===== config.mk =====
export PLATFORM = sky130hd
export DESIGN_NAME = ase_divider
export DESIGN_NICKNAME = d
export VERILOG_FILES = /design/src/rtl/ase_pkg.sv /design/src/rtl/ase_divider.sv
export SDC_FILE = /design/constraint.sdc
export NUM_CORES = 1
export LEC_CHECK = 0
export BUFFER_PORTS_ARGS = -buffer_cell sky130_fd_sc_hd__buf_4
export CORE_MARGIN = 4
export CORE_UTILIZATION = 27
export DETAILED_ROUTE_END_ITERATION = 10
export GPL_ROUTABILITY_DRIVEN = 0
export PLACE_DENSITY = 0.41
export SLEW_MARGIN = 30
export SYNTH_ARGS = -nofsm -noshare
export SYNTH_HDL_FRONTEND = slang
export SYNTH_SLANG_ARGS = --single-unit

===== constraint.sdc =====
create_clock -name clk -period 2.78 [get_ports clk]
set_input_delay 0.417 -clock clk [delete_from_list [all_inputs] [get_ports clk]]
set_output_delay 0.417 -clock clk [all_outputs]
set_load 0.02 [all_outputs]

===== src/rtl/ase_pkg.sv =====
// Shared constants for the array store engine.
// Holds sizes, operation codes and status codes; depends on nothing.
`timescale 1ns / 1ps

package ase_pkg;

    localparam int DEPTH  = 256;
    localparam int ADDR_W = $clog2(DEPTH);
    localparam int CNT_W  = ADDR_W + 1;
    localparam int WORD_W = 32;
    localparam int OP_W   = 4;
    localparam int IDX_W  = 9;
    localparam int AMT_W  = 16;
    localparam int POS_W  = 8;
    localparam int ST_W   = 2;

    localparam logic [OP_W-1:0] OP_INSERT = 4'd0;
    localparam logic [OP_W-1:0] OP_DELETE = 4'd1;
    localparam logic [OP_W-1:0] OP_ROT_R  = 4'd2;
    localparam logic [OP_W-1:0] OP_ROT_L  = 4'd3;
    localparam logic [OP_W-1:0] OP_MIN    = 4'd4;
    localparam logic [OP_W-1:0] OP_MAX    = 4'd5;
    localparam logic [OP_W-1:0] OP_SORT   = 4'd6;
    localparam logic [OP_W-1:0] OP_READ   = 4'd7;
    localparam logic [OP_W-1:0] OP_CLEAR  = 4'd8;
    localparam logic [OP_W-1:0] OP_ZERO   = 4'd9;

    localparam logic [ST_W-1:0] ST_OK    = 2'd0;
    localparam logic [ST_W-1:0] ST_FULL  = 2'd1;
    localparam logic [ST_W-1:0] ST_RANGE = 2'd2;
    localparam logic [ST_W-1:0] ST_EMPTY = 2'd3;

    typedef struct packed {
        logic             start;
        logic [AMT_W-1:0] dividend;
        logic [CNT_W-1:0] divisor;
    } div_req_t;

    typedef struct packed {
        logic             done;
        logic [CNT_W-1:0] remainder;
    } div_rsp_t;

endpackage


===== src/rtl/ase_divider.sv =====
// Bit-serial remainder unit: one dividend bit per cycle, restoring form.
// Uses ase_pkg for widths and the request and response structs.
`timescale 1ns / 1ps

module ase_divider (
    input  logic              clk,
    input  logic              rst_n,
    input  ase_pkg::div_req_t req,
    output ase_pkg::div_rsp_t rsp
);

    localparam int STEP_W = $clog2(ase_pkg::AMT_W + 1);

    logic                        busy_reg, busy_next;
    logic [STEP_W-1:0]           step_reg, step_next;
    logic [ase_pkg::AMT_W-1:0]   quo_reg, quo_next;
    logic [ase_pkg::CNT_W-1:0]   den_reg, den_next;
    logic [ase_pkg::CNT_W-1:0]   rem_reg, rem_next;
    logic                        done_reg, done_next;
    logic [ase_pkg::CNT_W:0]     trial;

    always_comb
    begin
        busy_next = busy_reg;
        step_next = step_reg;
        quo_next  = quo_reg;
        den_next  = den_reg;
        rem_next  = rem_reg;
        done_next = 1'b0;
        trial     = {rem_reg, quo_reg[ase_pkg::AMT_W-1]};
        if (req.start)
        begin
            busy_next = 1'b1;
            step_next = '0;
            quo_next  = req.dividend;
            den_next  = req.divisor;
            rem_next  = '0;
        end
        else if (busy_reg)
        begin
            // The partial remainder stays below the divisor, so one subtract suffices.
            if (trial >= {1'b0, den_reg})
            begin
                trial = trial - {1'b0, den_reg};
            end
            rem_next = trial[ase_pkg::CNT_W-1:0];
            quo_next = {quo_reg[ase_pkg::AMT_W-2:0], 1'b0};
            step_next = step_reg + 1'b1;
            if (step_reg == STEP_W'(ase_pkg::AMT_W - 1))
            begin
                busy_next = 1'b0;
                done_next = 1'b1;
            end
        end
    end

    always_ff @(posedge clk or negedge rst_n)
    begin
        if (!rst_n)
        begin
            busy_reg <= 1'b0;
            done_reg <= 1'b0;
            step_reg <= '0;
        end
        else
        begin
            busy_reg <= busy_next;
            done_reg <= done_next;
            step_reg <= step_next;
        end
    end

    always_ff @(posedge clk)
    begin
        quo_reg <= quo_next;
        den_reg <= den_next;
        rem_reg <= rem_next;
    end

    assign rsp.done      = done_reg;
    assign rsp.remainder = rem_reg;

endmodule


---- After elaboration in Yosys (flattened, before gate mapping) ----
Cells that the tools add are included.
word-level totals
  flip-flop bits (word level) ............. 41
  input port bits ......................... 28
  output and inout port bits .............. 10
  logic and storage cells ................. 22
operators by class
  add/subtract/negate cells ............... 2
  $lt $le $gt $ge ......................... 1
  eq/ne operators ......................... 1
  multiplexer cells ....................... 11
  reductions and logical operators ........ 1
operators by type and width
  cell                   count
  $mux W16               2
  $ge A10 B9 Y1          1
  $mux W5                2
  $mux W9                1
  $sub A9 B9 Y9          1
  $mux W1                6
  $add A5 B1 Y5 const B  1
  $eq A5 B4 Y1 const B   1
  $reduce_bool A2 Y1     1

---- Logic depth before layout (Yosys ltp) ----
Gate-level depths: netlist of the first run.
  depth after elaboration ................. 4
  depth in mapped cells ................... 9
  depth with buffers taken out ............ 9

---- Worst setup path before layout of the first run ----
OpenSTA, ideal clock, no wires.
  path kind ............................... flip-flop to flip-flop
  start point ............................. register quo_reg[15] (netlist name)
  end point ............................... register rem_reg[1] (netlist name)
  setup time .............................. 86 ps
  arrival time ............................ 2,177 ps
  data required time ...................... 2,694 ps
  slack ................................... 517 ps
  stages on the path, launching flop included .. 10
  buffers on the path ..................... 0
  clock period less this slack ............ 2,263 ps
  cells stage by stage .................... edfxtp_1 > inv_1 > ha_1 > inv_1 > fa_1 > a211oi_1 > o21a_1 > o211ai_2 > mux2i_1 > a211oi_1
on the way
  cells in the longest elaborated chain, start to end .. 2
  elaborated cells on any way between the ends .. 3
  classes of those cells .................. add/sub: 1; order compare: 1; mux: 1
RTL lines
  item                                            line                                  source
  from (decl)                                     ase_divider.sv:16                     logic [ase_pkg::AMT_W-1:0] quo_reg, quo_next;
  from (signal assigned)                          ase_divider.sv:75                     quo_reg <= quo_next;
  $sub A9 B9 Y9 or $ge A10 B9 Y1 (tied branches)  ase_divider.sv:44, ase_divider.sv:42
  $mux W9 (*)                                     ase_divider.sv:42                     if (trial >= {1'b0, den_reg})
  to (signal assigned)                            ase_divider.sv:77                     rem_reg <= rem_next;
  to (decl)                                       ase_divider.sv:18                     logic [ase_pkg::CNT_W-1:0] rem_reg, rem_next;
Mark *: on every way between the ends. The rest lies on a longest branch, timed or not.
A chain may end at the register's enable or synchronous reset.

---- Worst setup path in the final report of the first run ----
  start point ............................. register quo_reg[15] (netlist name)
  end point ............................... register rem_reg[4] (netlist name)
Same word-level chain as after synthesis.

==> key figures, run 1 <==
Run status
  – Outcome: completed

Finish
  – Share of cells above drive strength 1: 0.3108
  – Number of flip-flops in the largest register: 16
  – Fillers: around 780
  – Nets: about 260
  – Non-filler cells in the finished layout: between 300 and 400
  – Area grow syn2layout: 22.53%
  – Commonest non-fill, non-tap cell in the layout: buf_4
  – N_diodes: 0
  – Most frequent cells in the layout: buf_4 (39), edfxtp_1 (25), nor2_1 (18)

Timing
  – RSZ-0062 raised after global routing: false
  – Final critical-path required period: about 2.5 ns
  – Clock skew: about 0.012 ns
  – Max frequency: roughly 400 MHz
  – Final setup fails: 0
  – Max-slew headroom: 0.6772
  – Slew @ Worst Pin: around 0.48 ns
  – Setup_tns: 0 ns
  – Crit share post-route: 0.8883
  – Hold Slack: about 0.28 ns
  – Final Hold Viols: 0
  – Max Slew Vio Count: 0

Pwr
  – Pwr dens: roughly 800 nW/um^2
  – Comb power frac: 0.407
  – P_sw: around 800 uW
  – Leakage: approximately 1.1 nW
  – Clock power share: 0.205
  – Pint: ~1.3 mW
  – Sequential power share: 0.388
  – Power, Total: ~2.1 mW
  – Peak supply drop: 205.5 uV
  – Switch share: 0.3762

Logic synthesis
  – Area leader, netlist: edfxtp_1
  – Top cells by area, synth: edfxtp_1 (35%), dfxtp_1 (8.4%), dfrtp_1 (8.1%)
  – Sequential fraction of the synthesis area: 0.5134
  – YS warnings: 0
  – Synthesized area: 2155 um^2
  – Synthesized Nets: 224
  – Netlist cell types: between 40 and 50
  – Syn Inst Count: around 180
  – Post-synth EDFFs: 25
  – Syn avg cell area: between 10 and 15 um^2
  – Area share of the largest cell type after synthesis: 0.3484
  – Ys async rst share: 0.1707
  – Flops & latches, synth: about 40
  – Predominant post-synthesis flop cell: edfxtp_1

Global routing
  – First-pass GRT wire length: between 7000 and 8000 um
  – Largest net degree at the start of global routing: 27
  – Antenna violations before repair: 0
  – Global route overflow: 0
  – Total GRT Usage: 0.09988
  – Vias in the first global route: 1432

Floorplan
  – Height of the die: ~97 um
  – Num rows: 32
  – Io pins: 38
  – Initial Utilization: 0.2788
  – Die ar.: between 9000 and 10000 um^2
  – Core area: between 7000 and 8000 um^2
  – Die width: ~97 um

Detailed routing
  – Final wirelength: around 4600 um
  – Top sig layer: met4
  – Vias: approximately 1500
  – Met3 WL post-DR: around 290 um
  – Via density per instance: around 4.5
  – DRT iter0 DRCs: between 50 and 60
  – Pre-Repair DR Iteration Count: 4
  – Met2 WL: approximately 1900 um
  – Post-route ant nets: 0
  – # DRC: 0
  – WL per Instance: about 14 um
  – Met1 WL: 2305 um

Placement
  – Placed Cells: between 300 and 400
  – Port bufs: 37
  – Dpl hpwl: around 3300 um

Worst setup path
  – Crit Path Max Fanout: 7
  – WP data required: ~3.0 ns
  – Crit start category: flop
  – Largest stage delay, worst path: between 0.4 and 0.5 ns
  – Kind of critical path: flop to flop
  – Crit path DAT: 2.68 ns
  – CP delay by family, top: compound AO/OA/AOI/OAI gates
  – Crit path cell chain: inv_1 > ha_1 > inv_1 > fa_1 > a211oi_2 > o21a_1 > o211ai_2 > mux2i_1 > a211oi_1
  – Worst path slowest cell: fa_1
  – Crit path buf inv count: 2
  – Most used cell, CP: inv_1
  – Worst setup EP type: flop

CTS
  – CTS Buf Count: 5
  – Skew-Pair Late Insertion Delay: 0.31 ns
  – Clk root buf: clkbuf_8
  – CTS tree: yes
  – CTS clock-pin slew for the worst setup and hold paths: about 0.10 ns
  – Setup Fix Bufs, Post-CTS: 0
  – Maximum buffer depth of the clock tree: 2
  – CTS Sinks: 41
  – Htree depth: 2

Flow run
  – Max_cap viols: 0

Min path
  – Worst Hold Class: input pin to flop
-- repair_timing --
| action | CTS | global route |
|---|---|---|
| hold buffers | 1 | 0 |
| gates resized for setup | 0 | 1 |
| endpoints found under the setup margin | 0 | 3 |
| endpoints found under the hold margin | 7 | 0 |
-- cell families after synthesis --
family	share of synthesized area
xor+xnor	0.02846
flops	0.5134
buf+inv	0.04298
mux	0.1109
compound gates	0.1144
simple gates	0.1167
fa+ha+maj	0.07317
-- final cells by class --
class                   count  area [um^2]  share of cell area
multi-input cells         120        960.9              0.3640
flip-flops and latches     41         1106              0.4190
clock buffers               5        68.82             0.02607
inverters                  13        48.80             0.01848
clock inverters             3        25.02            0.009479
well taps                 102        127.6             0.04834
repair buffers             40        302.8              0.1147
-- metal layers --
metal,global-route usage,vias to the layer above
li1,-,745
met1,0.1371,671
met2,0.1433,34
met3,0.03589,6
met4,0.03834,0
met5,0,-
-- power by group through the flow --
stage | sequential (mW) | clock, mW | combinational, mW
floorplan | 0.870 | 0 | 0.559
global placement | 0.837 | 0 | 0.863
detailed placement | 0.837 | 0 | 0.860
CTS | 0.823 | 0.450 | 0.862
global route | 0.835 | 0.479 | 0.959
finish | 0.818 | 0.431 | 0.857
-- final timing paths --
| path | end | start | cells past startpoint | slack [ns] |
|---|---|---|---|---|
| worst max-delay path | rem_reg[4] | quo_reg[15] | 9 | 0.31 |
| worst min-delay path | den_reg[0] | req[0] | 1 | 0.28 |
| worst max register to register | rem_reg[4] | quo_reg[15] | 9 | 0.31 |
| worst min register to register | rem_reg[2] | rem_reg[2] | 2 | 0.52 |
| max in group asynchronous | step_reg[4] | rst_n | 2 | 2.21 |
| min in group asynchronous | step_reg[2] | rst_n | 2 | 0.44 |
-- Yosys cell counts, drive strengths merged (3+ instances only) --
master / instances
edfxtp: 25
clkbuf: 7
xor2: 5
mux2: 15
nand2: 8
nand2b: 3
inv: 13
a211oi: 8
o211ai: 5
a21oi: 6
nor2: 18
mux2i: 7
ha: 11
nand3: 3
buf: 3
dfrtp: 7
a311oi: 4
dfxtp: 9
-- stage by stage --
step | worst slack [ns] | area (um^2) | util
6_report | 0.3105 | 2640 | 0.3416
5_1_grt | 0.09959 | 2640 | 0.3416
4_1_cts | 0.1760 | 2635 | 0.3410
3_5_place_dp | 0.2003 | 2531 | 0.3276
3_3_place_gp | 0.2761 | 2531 | 0.3276
2_1_floorplan | 0.5172 | 2155 | -
(Power assumes the default switching activity.)
==> inputs of run 2 (changes only) <==
--- a/config.mk
+++ b/config.mk
@@ -10,7 +10,6 @@
 export CORE_UTILIZATION = 27
 export DETAILED_ROUTE_END_ITERATION = 10
 export GPL_ROUTABILITY_DRIVEN = 0
-export PLACE_DENSITY = 0.41
 export SLEW_MARGIN = 30
 export SYNTH_ARGS = -nofsm -noshare
 export SYNTH_HDL_FRONTEND = slang
==> key figures, run 2 (synthesis results as in run 1) <==
CTS
  – CTS Buf Count: 5 (unchanged)
  – Skew-Pair Late Insertion Delay: 0.29 ns (was 0.31 ns)
  – Maximum buffer depth of the clock tree: 2 (unchanged)
  – Htree depth: 2 (unchanged)
  – CTS Sinks: 41 (unchanged)
  – Setup Fix Bufs, Post-CTS: 0 (unchanged)
  – CTS clock-pin slew for the worst setup and hold paths: 0.08 ns (was 0.10 ns)
  – Clk root buf: clkbuf_8 (unchanged)
  – CTS tree: yes (unchanged)

Detailed routing
  – WL per Instance: 13.22 um (was 14.15 um)
  – DRT iter0 DRCs: 50 (was 54)
  – Via density per instance: 4.602 (was 4.494)
  – Post-route ant nets: 0 (unchanged)
  – # DRC: 0 (unchanged)
  – Pre-Repair DR Iteration Count: 4 (unchanged)
  – Vias: 1491 (was 1456)
  – Final wirelength: 4283 um (was 4583 um)

Finish
  – Fillers: 763 (was 779)
  – Share of cells above drive strength 1: 0.3108 (unchanged)
  – Number of flip-flops in the largest register: 16 (unchanged)
  – Nets: 261 (unchanged)
  – Commonest non-fill, non-tap cell in the layout: buf_4 (unchanged)
  – Area grow syn2layout: 22.18% (was 22.53%)
  – Multi-input logic area: 960.9 um^2 (unchanged)
  – Reg area: 1106 um^2 (unchanged)
  – N_diodes: 0 (unchanged)
  – Most frequent cells in the layout: buf_4 (39), edfxtp_1 (25), nor2_1 (18) (unchanged)

Global routing
  – Vias in the first global route: 1412 (was 1432)
  – Total GRT Usage: 0.09279 (was 0.09988)
  – Antenna violations before repair: 0 (unchanged)
  – Global route overflow: 0 (unchanged)
  – Largest net degree at the start of global routing: 31 (was 27)
  – First-pass GRT wire length: 7079 um (was 7410 um)

Timing
  – Setup_tns: 0 ns (unchanged)
  – Final setup fails: 0 (unchanged)
  – Clock skew: 0.009848 ns (was 0.01218 ns)
  – Slew @ Worst Pin: 0.4669 ns (was 0.4828 ns)
  – Max frequency: 411.3 MHz (was 404.9 MHz)
  – Hold Slack: 0.2949 ns (was 0.2781 ns)
  – Final Hold Viols: 0 (unchanged)
  – Max Slew Vio Count: 0 (unchanged)
  – Final critical-path required period: 2.431 ns (was 2.469 ns)
  – Crit share post-route: 0.8746 (was 0.8883)
  – RSZ-0062 raised after global routing: false (unchanged)
  – Max-slew headroom: 0.6869 (was 0.6772)

Floorplan
  – Height of the die: 97.33 um (unchanged)
  – Die ar.: 9473 um^2 (unchanged)
  – Io pins: 38 (unchanged)
  – Die width: 97.33 um (unchanged)
  – Num rows: 32 (unchanged)
  – Initial Utilization: 0.2788 (unchanged)
  – Core area: 7727 um^2 (unchanged)

Worst setup path
  – Setup crit end: rem_reg[3] (was rem_reg[4])
  – Crit Path Max Fanout: 7 (unchanged)
  – CP delay by family, top: compound AO/OA/AOI/OAI gates (unchanged)
  – Most used cell, CP: inv_1 (unchanged)
  – Crit path from: quo_reg[15] (unchanged)
  – Worst reg2reg startpoint: quo_reg[15] (unchanged)
  – WP data required: 2.99 ns (about the same)
  – Crit path DAT: 2.64 ns (was 2.68 ns)
  – Largest stage delay, worst path: 0.41 ns (about the same)
  – Worst path slowest cell: fa_1 (unchanged)
  – Crit Reg-Reg Endpoint: rem_reg[3] (was rem_reg[4])
  – Worst setup EP type: flop (unchanged)
  – Crit path cell chain: inv_1 > ha_1 > inv_1 > fa_1 > a211oi_2 > o21a_1 > o211ai_2 > mux2i_1 > a211oi_1 (unchanged)
  – R2r setup slk: 0.35 ns (was 0.31 ns)
  – Crit start category: flop (unchanged)
  – R2R cell count: 9 (unchanged)
  – Critical Path Stages: 9 (unchanged)
  – Kind of critical path: flop to flop (unchanged)
  – Crit path buf inv count: 2 (unchanged)

Flow run
  – Max_cap viols: 0 (unchanged)

Pwr
  – Sequential power share: 0.396 (was 0.388)
  – Peak supply drop: 334.7 uV (was 205.5 uV)
  – Pwr dens: 782.1 nW/um^2 (was 798.0 nW/um^2)
  – Pint: 1.307 mW (was 1.314 mW)
  – Power, Total: 2.059 mW (was 2.107 mW)
  – Clock power share: 0.189 (was 0.205)
  – Comb power frac: 0.415 (was 0.407)
  – Switch share: 0.3653 (was 0.3762)
  – Leakage: 1.115 nW (was 1.116 nW)
  – P_sw: 752.2 uW (was 792.6 uW)

Placement
  – Dpl hpwl: 3170 um (was 3319 um)
  – Port bufs: 37 (unchanged)

Run status
  – Outcome: completed (unchanged)

Min path
  – Worst Hold Class: input pin to flop (unchanged)
-- run 2: cell count changes in the layout (fill, tap and decap cells not counted) --
| cell | before | now |
|---|---|---|
| inv_6 | 1 | 0 |
| clkinv_2 | 0 | 2 |
| clkinv_4 | 1 | 0 |
-- run 2: how the worst min path moves through the flow --
| stage | depth (start not counted) | endpoint | slack (ns) | startpoint |
|---|---|---|---|---|
| after global routing | 1 | den_reg[7] | 0.28 | req[7] |
| after floorplan | 0 | busy_reg | 0.12 | rst_n |
| after global placement | 1 | step_reg[4] | 0.23 | rst_n |
| after CTS | 1 | den_reg[2] | 0.28 | req[2] |
| after detailed placement | 1 | step_reg[4] | 0.23 | rst_n |
| final | 1 | den_reg[2] | 0.29 | req[2] |
-- run 2: routing by layer --
layer	up-vias	track usage	wire [um]
li1	745	-	-
met5	-	0	0
met4	0	0.03195	59
met3	4	0.02513	243
met2	43	0.1359	1835
met1	699	0.1318	2145
-- run 2: what timing repair did --
| action | 4_1_cts | 5_1_grt |
|---|---|---|
| setup endpoints to repair | 0 | 2 |
| hold endpoints to repair | 7 | 0 |
| gates resized for setup | 0 | 1 |
| hold buffers | 1 | 0 |
-- run 2: power by group through the flow --
stage / logic [mW] / clock network, mW / registers [mW]
after detailed placement: 0.848 / 0 / 0.834
after CTS: 0.854 / 0.405 / 0.819
final: 0.854 / 0.389 / 0.816
after floorplan: 0.559 / 0 / 0.870
after global routing: 0.953 / 0.426 / 0.829
after global placement: 0.842 / 0 / 0.830
-- run 2: cell type report --
| type | count | share of cell area |
|---|---|---|
| well taps | 102 | 0.04848 |
| clock inverters | 3 | 0.006654 |
| repair buffers | 40 | 0.1150 |
| inverters | 13 | 0.01854 |
| flip-flops and latches | 41 | 0.4202 |
| multi-input cells | 120 | 0.3650 |
| clock buffers | 5 | 0.02614 |
-- run 2: metrics by stage --
stage,util,area [um^2],setup WS [ns],instances
final,0.3407,2633,0.3487,324
after global routing,0.3407,2633,0.05833,324
after CTS,0.3400,2628,0.2224,324
after detailed placement,0.3276,2531,0.2507,315
after global placement,0.3276,2531,0.3385,315
after floorplan,-,2155,0.5172,184
